## src/hdl/mrhof_pkg.sv

```systemverilog
// Shared types and constants for the MRHOF parent selection block.
`timescale 1ns / 1ps
`default_nettype none

package mrhof_pkg;

   localparam logic [15:0] COST_MAX = 16'hFFFF;

   localparam logic [15:0] RST_MAX_LINK_METRIC = 16'd512;
   localparam logic [15:0] RST_MAX_PATH_COST   = 16'd32768;
   localparam logic [15:0] RST_RANK_THRESHOLD  = 16'd192;
   localparam logic [31:0] RST_TIME_THRESHOLD  = 32'd76800;
   localparam logic [15:0] RST_MIN_HOP_RANK    = 16'd256;

   typedef enum logic [1:0] {
      CHOICE_NONE = 2'd0,
      CHOICE_A    = 2'd1,
      CHOICE_B    = 2'd2
   } choice_type;

   typedef enum logic [2:0] {
      CSR_SQUARED_MODE    = 3'd0,
      CSR_MAX_LINK_METRIC = 3'd1,
      CSR_MAX_PATH_COST   = 3'd2,
      CSR_RANK_THRESHOLD  = 3'd3,
      CSR_TIME_THRESHOLD  = 3'd4,
      CSR_MIN_HOP_RANK    = 3'd5
   } csr_index_type;

   typedef struct packed {
      logic        present;
      logic [15:0] rank;
      logic [15:0] etx;
      logic        better_set;
      logic [31:0] better_elapsed;
   } nbr_type;

   typedef struct packed {
      nbr_type     a;
      nbr_type     b;
      logic [1:0]  pref;
   } pair_type;

endpackage

`default_nettype wire

```

## src/hdl/mrhof_parent_select.sv

```systemverilog
// Top level of the MRHOF parent selection pipeline.
`timescale 1ns / 1ps
`default_nettype none

// Compares two candidate neighbors per transaction and returns the preferred parent, its
// path cost, the rank through it and whether each neighbor is acceptable. The block
// accepts one transaction per clock cycle provided rsp_ready stays high. The pipeline
// has six register stages on the squared-ETX path, one for each step: the square,
// a multiply by the reciprocal of ETX_DIVISOR, a multiply-back for the quotient
// correction, the path cost sum, the limit and hysteresis compares, and the final
// selection. Configuration writes take effect at once and must only be issued while
// no transaction is in flight.
module mrhof_parent_select #(
   parameter int ETX_DIVISOR = 128
) (
   input  wire logic        clock,
   input  wire logic        reset,

   input  wire logic        csr_we,
   input  wire logic [2:0]  csr_addr,
   input  wire logic [31:0] csr_wdata,

   input  wire logic        req_valid,
   output logic             req_ready,
   input  wire logic        req_a_present,
   input  wire logic [15:0] req_a_rank,
   input  wire logic [15:0] req_a_etx,
   input  wire logic        req_a_better_set,
   input  wire logic [31:0] req_a_better_elapsed,
   input  wire logic        req_b_present,
   input  wire logic [15:0] req_b_rank,
   input  wire logic [15:0] req_b_etx,
   input  wire logic        req_b_better_set,
   input  wire logic [31:0] req_b_better_elapsed,
   input  wire logic [1:0]  req_preferred_which,

   output logic             rsp_valid,
   input  wire logic        rsp_ready,
   output logic [1:0]       rsp_choice,
   output logic [15:0]      rsp_chosen_path_cost,
   output logic [15:0]      rsp_rank_via_chosen,
   output logic             rsp_a_acceptable,
   output logic             rsp_b_acceptable
);
   import mrhof_pkg::*;

   localparam logic [15:0] DIV       = 16'(ETX_DIVISOR);
   localparam logic [32:0] RECIP     = 33'((64'd1 << 32) / ETX_DIVISOR);
   localparam logic [32:0] SAT_LIMIT = 33'(64'(ETX_DIVISOR) << 16);

   // Configuration registers.
   logic        squared_mode_ff;
   logic [15:0] max_link_metric_ff;
   logic [15:0] max_path_cost_ff;
   logic [15:0] rank_threshold_ff;
   logic [31:0] time_threshold_ff;
   logic [15:0] min_hop_rank_ff;

   always_ff @(posedge clock) begin
      if (reset) begin
         squared_mode_ff    <= 1'b0;
         max_link_metric_ff <= RST_MAX_LINK_METRIC;
         max_path_cost_ff   <= RST_MAX_PATH_COST;
         rank_threshold_ff  <= RST_RANK_THRESHOLD;
         time_threshold_ff  <= RST_TIME_THRESHOLD;
         min_hop_rank_ff    <= RST_MIN_HOP_RANK;
      end else if (csr_we) begin
         case (csr_index_type'(csr_addr))
            CSR_SQUARED_MODE:    squared_mode_ff    <= csr_wdata[0];
            CSR_MAX_LINK_METRIC: max_link_metric_ff <= csr_wdata[15:0];
            CSR_MAX_PATH_COST:   max_path_cost_ff   <= csr_wdata[15:0];
            CSR_RANK_THRESHOLD:  rank_threshold_ff  <= csr_wdata[15:0];
            CSR_TIME_THRESHOLD:  time_threshold_ff  <= csr_wdata;
            CSR_MIN_HOP_RANK:    min_hop_rank_ff    <= csr_wdata[15:0];
            default: ;
         endcase
      end
   end

   // Stage enables and valid bits.
   logic [6:1] v_ff;
   logic [6:1] en;

   always_comb begin
      en[6] = !v_ff[6] || rsp_ready;
      for (int k = 5; k >= 1; k--) begin
         en[k] = !v_ff[k] || en[k+1];
      end
   end

   assign req_ready = en[1];

   always_ff @(posedge clock) begin
      if (reset) begin
         v_ff <= '0;
      end else begin
         if (en[1]) begin
            v_ff[1] <= req_valid;
         end
         for (int k = 2; k <= 6; k++) begin
            if (en[k]) begin
               v_ff[k] <= v_ff[k-1];
            end
         end
      end
   end

   pair_type req_pair;
   always_comb begin
      req_pair.a.present        = req_a_present;
      req_pair.a.rank           = req_a_rank;
      req_pair.a.etx            = req_a_etx;
      req_pair.a.better_set     = req_a_better_set;
      req_pair.a.better_elapsed = req_a_better_elapsed;
      req_pair.b.present        = req_b_present;
      req_pair.b.rank           = req_b_rank;
      req_pair.b.etx            = req_b_etx;
      req_pair.b.better_set     = req_b_better_set;
      req_pair.b.better_elapsed = req_b_better_elapsed;
      req_pair.pref             = req_preferred_which;
   end

   // Stage 1: square of the ETX.
   pair_type         s1_pair_ff;
   logic [1:0][31:0] s1_sq_ff;
   logic [1:0][31:0] s1_sq_in;

   always_comb begin
      s1_sq_in[0] = req_a_etx * req_a_etx;
      s1_sq_in[1] = req_b_etx * req_b_etx;
   end

   always_ff @(posedge clock) begin
      if (en[1]) begin
         s1_pair_ff <= req_pair;
         s1_sq_ff   <= s1_sq_in;
      end
   end

   // Stage 2: estimated quotient by reciprocal, and saturation check.
   pair_type         s2_pair_ff;
   logic [1:0][31:0] s2_sq_ff;
   logic [1:0][15:0] s2_q0_ff;
   logic [1:0][15:0] s2_q0_in;
   logic [1:0]       s2_sat_ff;
   logic [1:0]       s2_sat_in;
   logic [1:0][63:0] s2_prod;

   always_comb begin
      for (int i = 0; i < 2; i++) begin
         s2_prod[i]   = s1_sq_ff[i] * RECIP[31:0];
         s2_q0_in[i]  = (ETX_DIVISOR == 1) ? s1_sq_ff[i][15:0] : s2_prod[i][47:32];
         s2_sat_in[i] = {1'b0, s1_sq_ff[i]} >= SAT_LIMIT;
      end
   end

   always_ff @(posedge clock) begin
      if (en[2]) begin
         s2_pair_ff <= s1_pair_ff;
         s2_sq_ff   <= s1_sq_ff;
         s2_q0_ff   <= s2_q0_in;
         s2_sat_ff  <= s2_sat_in;
      end
   end

   // Stage 3: multiply the estimate back for the remainder.
   pair_type         s3_pair_ff;
   logic [1:0][31:0] s3_sq_ff;
   logic [1:0][15:0] s3_q0_ff;
   logic [1:0]       s3_sat_ff;
   logic [1:0][31:0] s3_back_ff;
   logic [1:0][31:0] s3_back_in;

   always_comb begin
      for (int i = 0; i < 2; i++) begin
         s3_back_in[i] = s2_q0_ff[i] * DIV;
      end
   end

   always_ff @(posedge clock) begin
      if (en[3]) begin
         s3_pair_ff <= s2_pair_ff;
         s3_sq_ff   <= s2_sq_ff;
         s3_q0_ff   <= s2_q0_ff;
         s3_sat_ff  <= s2_sat_ff;
         s3_back_ff <= s3_back_in;
      end
   end

   // Stage 4: corrected quotient, added metric and path cost.
   pair_type         s4_pair_ff;
   logic [1:0][15:0] s4_cost_ff;
   logic [1:0][15:0] s4_cost_in;
   logic [1:0][31:0] s4_rem;
   logic [1:0][15:0] s4_quot;
   logic [1:0][15:0] s4_added;
   logic [1:0][15:0] s4_rank;
   logic [1:0][15:0] s4_etx;
   logic [1:0][16:0] s4_sum;

   always_comb begin
      s4_rank[0] = s3_pair_ff.a.rank;
      s4_rank[1] = s3_pair_ff.b.rank;
      s4_etx[0]  = s3_pair_ff.a.etx;
      s4_etx[1]  = s3_pair_ff.b.etx;
      for (int i = 0; i < 2; i++) begin
         s4_rem[i]  = s3_sq_ff[i] - s3_back_ff[i];
         s4_quot[i] = s3_q0_ff[i] + 16'(s4_rem[i] >= 32'(DIV));
         if (!squared_mode_ff) begin
            s4_added[i] = s4_etx[i];
         end else if (s3_sat_ff[i]) begin
            s4_added[i] = COST_MAX;
         end else begin
            s4_added[i] = s4_quot[i];
         end
         s4_sum[i]     = {1'b0, s4_rank[i]} + {1'b0, s4_added[i]};
         s4_cost_in[i] = s4_sum[i][16] ? COST_MAX : s4_sum[i][15:0];
      end
   end

   always_ff @(posedge clock) begin
      if (en[4]) begin
         s4_pair_ff <= s3_pair_ff;
         s4_cost_ff <= s4_cost_in;
      end
   end

   // Stage 5: limit checks, hysteresis and cost order.
   pair_type         s5_pair_ff;
   logic [1:0][15:0] s5_cost_ff;
   logic [1:0]       s5_ok_ff;
   logic [1:0]       s5_ok_in;
   logic [1:0]       s5_hyst_ff;
   logic [1:0]       s5_hyst_in;
   logic             s5_a_lt_b_ff;
   logic [1:0]       s5_pres;
   logic [1:0][15:0] s5_etx;
   logic [1:0]       s5_bset;
   logic [1:0][31:0] s5_elapsed;
   logic [1:0][16:0] s5_cost_thr;

   always_comb begin
      s5_pres[0]    = s4_pair_ff.a.present;
      s5_pres[1]    = s4_pair_ff.b.present;
      s5_etx[0]     = s4_pair_ff.a.etx;
      s5_etx[1]     = s4_pair_ff.b.etx;
      s5_bset[0]    = s4_pair_ff.a.better_set;
      s5_bset[1]    = s4_pair_ff.b.better_set;
      s5_elapsed[0] = s4_pair_ff.a.better_elapsed;
      s5_elapsed[1] = s4_pair_ff.b.better_elapsed;
      for (int i = 0; i < 2; i++) begin
         s5_ok_in[i] = s5_pres[i] && (s5_etx[i] <= max_link_metric_ff)
                       && (s4_cost_ff[i] <= max_path_cost_ff);
         s5_cost_thr[i] = {1'b0, s4_cost_ff[i]} + {1'b0, rank_threshold_ff};
         s5_hyst_in[i] = (s5_cost_thr[i] > {1'b0, s4_cost_ff[1-i]})
                         && (!s5_bset[i] || (s5_elapsed[i] <= time_threshold_ff));
      end
   end

   always_ff @(posedge clock) begin
      if (en[5]) begin
         s5_pair_ff   <= s4_pair_ff;
         s5_cost_ff   <= s4_cost_ff;
         s5_ok_ff     <= s5_ok_in;
         s5_hyst_ff   <= s5_hyst_in;
         s5_a_lt_b_ff <= s4_cost_ff[0] < s4_cost_ff[1];
      end
   end

   // Stage 6: selection and rank through the chosen neighbor.
   choice_type  choice_in;
   choice_type  choice_ff;
   logic [15:0] cost_in;
   logic [15:0] cost_ff;
   logic [15:0] rank_in;
   logic [15:0] rank_ff;
   logic [1:0]  ok_ff;
   logic [15:0] sel_rank;
   logic [16:0] lb_sum;
   logic [15:0] lb;

   always_comb begin
      if (!s5_ok_ff[0]) begin
         choice_in = s5_ok_ff[1] ? CHOICE_B : CHOICE_NONE;
      end else if (!s5_ok_ff[1]) begin
         choice_in = CHOICE_A;
      end else if ((s5_pair_ff.pref == CHOICE_A) && s5_hyst_ff[1]) begin
         choice_in = CHOICE_A;
      end else if ((s5_pair_ff.pref == CHOICE_B) && s5_hyst_ff[0]) begin
         choice_in = CHOICE_B;
      end else begin
         choice_in = s5_a_lt_b_ff ? CHOICE_A : CHOICE_B;
      end

      sel_rank = (choice_in == CHOICE_A) ? s5_pair_ff.a.rank : s5_pair_ff.b.rank;
      lb_sum   = {1'b0, sel_rank} + {1'b0, min_hop_rank_ff};
      lb       = lb_sum[16] ? COST_MAX : lb_sum[15:0];

      if (choice_in == CHOICE_NONE) begin
         cost_in = COST_MAX;
         rank_in = COST_MAX;
      end else begin
         cost_in = (choice_in == CHOICE_A) ? s5_cost_ff[0] : s5_cost_ff[1];
         rank_in = (lb > cost_in) ? lb : cost_in;
      end
   end

   always_ff @(posedge clock) begin
      if (en[6]) begin
         choice_ff <= choice_in;
         cost_ff   <= cost_in;
         rank_ff   <= rank_in;
         ok_ff     <= s5_ok_ff;
      end
   end

   assign rsp_valid            = v_ff[6];
   assign rsp_choice           = choice_ff;
   assign rsp_chosen_path_cost = cost_ff;
   assign rsp_rank_via_chosen  = rank_ff;
   assign rsp_a_acceptable     = ok_ff[0];
   assign rsp_b_acceptable     = ok_ff[1];

`ifndef NO_ASSERTIONS
   a_none_is_infinite: assert property (@(posedge clock) disable iff (reset)
      (rsp_valid && (rsp_choice == CHOICE_NONE))
      |-> (rsp_chosen_path_cost == COST_MAX) && (rsp_rank_via_chosen == COST_MAX))
      else $error("No parent chosen but cost or rank is finite.");

   a_rank_bound: assert property (@(posedge clock) disable iff (reset)
      (rsp_valid && (rsp_choice != CHOICE_NONE))
      |-> (rsp_rank_via_chosen >= rsp_chosen_path_cost))
      else $error("Rank via chosen parent is below its path cost.");

   a_choice_acceptable: assert property (@(posedge clock) disable iff (reset)
      rsp_valid |-> ((rsp_choice != CHOICE_A) || rsp_a_acceptable)
                    && ((rsp_choice != CHOICE_B) || rsp_b_acceptable))
      else $error("Chosen parent is not acceptable.");

   a_choice_when_any: assert property (@(posedge clock) disable iff (reset)
      (rsp_valid && (rsp_a_acceptable || rsp_b_acceptable))
      |-> (rsp_choice != CHOICE_NONE))
      else $error("An acceptable neighbor exists but none was chosen.");

   a_stall_keeps_stage: assert property (@(posedge clock) disable iff (reset)
      (v_ff[5] && !en[6]) |=> v_ff[5] && v_ff[6])
      else $error("A stalled transaction left the pipeline.");
`endif

endmodule

`default_nettype wire
```

## config.mk

```make
export PLATFORM = sky130hd
export DESIGN_NAME = mrhof_parent_select
export DESIGN_NICKNAME = d
export VERILOG_FILES = /design/src/hdl/mrhof_pkg.sv /design/src/hdl/mrhof_parent_select.sv
export SDC_FILE = /design/constraint.sdc
export NUM_CORES = 2
export LEC_CHECK = 0
export BUFFER_PORTS_ARGS = -buffer_cell sky130_fd_sc_hd__clkbuf_2
export CAP_MARGIN = 20
export CORE_ASPECT_RATIO = 1.4
export CORE_UTILIZATION = 40
export DETAILED_ROUTE_END_ITERATION = 8
export HOLD_SLACK_MARGIN = 0.05
export SLEW_MARGIN = 40
export SYNTH_ARGS = -nofsm -noshare
export SYNTH_HDL_FRONTEND = slang
export SYNTH_SLANG_ARGS = --single-unit
```

## constraint.sdc

```tcl
create_clock -name clock -period 15.3 [get_ports clock]
set_input_delay 3.06 -clock clock [delete_from_list [all_inputs] [get_ports clock]]
set_output_delay 3.06 -clock clock [all_outputs]
set_load 0.03 [all_outputs]
```

==> flow_summary_export.csv <==
group,metric,value,unit
detailed_routing,drc,0,
clock_tree,tritoncts,"done",
cells_and_area,fillers,11869,
logic_synthesis,synth-seq-area-share,0.515,
place,place.gp.congestion,0.897,
worst_setup_path,cp.required,15.75,ns
clock_tree,htree_num_levels,3,
cells_and_area,utilization,0.453,
logic_synthesis,avgSynthCellArea,12.3,um^2
pwr,switching_share,0.371,
die,boundaryPins,212,
pwr,switching_power,4010,uW
pwr,intPower,6790,uW
cells_and_area,layout_common_cells,"829 x edfxtp_1, 589 x inv_1, 480 x nand2_1, 473 x ha_1, 336 x fa_1",
clock_tree,cts_root_buf,"clkbuf_16",
logic_synthesis,yosysWarnings,0,
worst_setup_path,startpoint_type,"input port",
sta,max_freq,116,MHz
grt,first_global_vias,32651,
logic_synthesis,synthArstFlopShare,0,
grt,grt_max_degree,142,
worst_setup_path,arrival,9.07,ns
pwr,power_frac_clock,0.216,
clock_tree,cts_buffers,89,
outcome,status,"completed",
clock_tree,clkLatencyLatePin,0.70,ns
grt,track_usage,0.183,
place,io_buffers,211,
die,die_h,430,um
die,fp.dieW,308,um
grt,grt_pass1_wl,184000,um
cells_and_area,drive_above_1_share,0.0923,
grt,grt_overflow,0,
sta,fin_ws,6.68,ns
clock_tree,postCtsSetupBuffers,0,
cells_and_area,num-nets-final,5470,
sta,slew_headroom,0.451,
detailed_routing,wire_per_inst,19.0,um
pwr,p_leak,0.0253,uW
detailed_routing,first_pass_iters,6,
sta,setup_viol,0,
logic_synthesis,syn_area,0.0524,mm^2
clock_tree,clock_path_buffers,3,
sta,hold_violations,0,
die,dieArea,0.132,mm^2
cells_and_area,final_common_cell,"edfxtp_1",
sta,period_needed,8.62,ns
sta,rsz0062_at_grt,"false",
detailed_routing,ant_nets,0,
detailed_routing,vias_per_cell,4.99,
pwr,ir_drop,193,uV
die,start_util,0.404,
detailed_routing,finalWirelength,119000,um
clock_tree,ctsHoldBuffers,0,
logic_synthesis,syn_inst,4252,
die,rows,156,
detailed_routing,drt_iter0_markers,1692,
worst_hold_path,min_path_type,"reg2reg",
detailed_routing,num_vias,31432,
sta,slew_violations,0,
cells_and_area,syn2layout_area_growth,12.1,%
sta,fin_worst_skew,0.0450,ns
logic_synthesis,synth_fp_nets,5235,
pwr,seqPwrFrac,0.330,
place,dp_hpwl,90600,um
clock_tree,clock-sinks,932,
worst_setup_path,endpoint_kind,"register",
die,coreArea,0.130,mm^2
logic_synthesis,synth_seq_cells,932,
clock_tree,clk_pin_slew,0.07,ns
worst_setup_path,cp_max_fo,19,
logic_synthesis,dominantRegCellSynth,"edfxtp_1",
pwr,power.density,184,mW/mm^2
sta,tightest_slew,0.824,ns
logic_synthesis,yosysUniqueCellTypes,73,
grt,antenna_found_initial,6,
worst_setup_path,path_class,"in2reg",
logic_synthesis,synth-edff-count,829,
place,pre_cts_slack,5.94,ns
sta,fin_crit_sh,0.564,
pwr,power_frac_comb,0.454,
sta,final.setup.tns,0,ns
clock_tree,cts.repair.resized,0,
flow_run,max-cap-violations,0,
==> worst max-delay path: stages <==
cell      delay (ns)
clkbuf_2        0.43
nand2_1         0.17
fa_1            0.58
fa_1            0.56
inv_1           0.05
fa_1            0.52
fa_1            0.44
fa_1            0.54
inv_1           0.05
fa_1            0.52
inv_1           0.04
ha_1            0.34
a21o_1          0.21
or3_1           0.30
a21oi_1         0.22
nor3_1          0.14
o21ai_0         0.47
o21ai_0         0.15
a21oi_1         0.19
xnor2_1         0.08
==> flip-flops by register name (all words and copies together) (netlist names), 34 cells and up <==
| signal | cells |
|---|---|
| s2_sq_ff | 50 |
| s4_pair_ff | 134 |
| s3_sq_ff | 50 |
| s5_pair_ff | 34 |
| s1_sq_ff | 50 |
| s2_pair_ff | 134 |
| s1_pair_ff | 134 |
| s3_pair_ff | 134 |
==> power groups by stage <==
stage / combinational (uW) / clock (uW) / sequential (uW)
6_report: 4900 / 2330 / 3570
5_1_grt: 5600 / 2480 / 3590
4_1_cts: 4940 / 2390 / 3570
3_5_place_dp: 4890 / 0 / 3620
3_3_place_gp: 4830 / 0 / 3610
2_1_floorplan: 3760 / 0 / 3540
==> kinds of logic after synthesis <==
kind of cell | Yosys count | share of synthesized area
simple gates | 1033 | 0.0905
xor+xnor | 149 | 0.0249
buf+inv | 679 | 0.0490
flops | 932 | 0.515
compound gates | 630 | 0.0756
fa+ha+maj | 809 | 0.241
mux | 20 | 0.00389
==> final timing paths <==
| kind | startpoint | endpoint | slack (ns) | cells past startpoint |
|---|---|---|---|---|
| hold reg to reg | s4_pair_ff[66] | s5_pair_ff[66] | 0.39 | 0 |
| hold / removal | s4_pair_ff[66] | s5_pair_ff[66] | 0.39 | 0 |
| setup / recovery | req_b_etx[4] | s1_sq_ff[62] | 6.68 | 20 |
| setup reg to reg | s5_pair_ff[0] | rsp_rank_via_chosen[0] | 8.21 | 23 |
==> through the flow <==
stage | power (uW) | hold slack, ns | area [um^2] | std cells
detailed placement | 8520 | 0.405 | 55500 | 6131
floorplan | 7300 | 0.400 | 52400 | 4252
CTS | 10900 | 0.393 | 58600 | 6294
global route | 11700 | 0.397 | 58700 | 6298
finish | 10800 | 0.391 | 58700 | 6298
global placement | 8450 | 0.401 | 55500 | 6131
==> metal layers <==
layer  global-route usage  share of wire  wire (um)
met5                    0              0          0
met2                0.331           0.52      62100
met1                0.217           0.40      48300
met4               0.0789          0.040       4840
met3               0.0208          0.035       4240
==> synth_stat cells (13+ instances only) <==
library cell  number  share of area
and3_1            25         0.0030
a21o_1            80          0.011
xnor2_1           96          0.016
xor2_1            53         0.0089
or2_2             14         0.0017
o21a_1            23         0.0033
edfxtp_1         829           0.48
nor2b_1           41         0.0049
a21oi_1          262          0.025
nor2_1           185          0.013
nor3_1            37         0.0035
o21ai_0          100         0.0096
a31oi_1           20         0.0024
fa_1             336           0.13
ha_1             473           0.11
clkbuf_1          80         0.0057
nand2b_1          26         0.0031
mux2i_1           17         0.0032
dfxtp_1          103          0.039
nand2_1          482          0.035
and2_1            95          0.011
inv_1            590          0.042
nand4_1           43         0.0051
a211oi_1          18         0.0026
o211ai_1          16         0.0023
o21bai_1          13         0.0019
nand3_1           46         0.0044
==> layout make-up <==
cell class	count	area (um^2)	share of cell area
inverters	591	2220	0.0379
multi-input cells	2641	22900	0.390
clock inverters	58	811	0.0138
well taps	1738	2170	0.0370
clock buffers	105	2320	0.0395
flip-flops and latches	932	27000	0.459
repair buffers	232	1310	0.0223
diodes	1	2.50	0.0000426
Power figures use the tool's default switching activity.
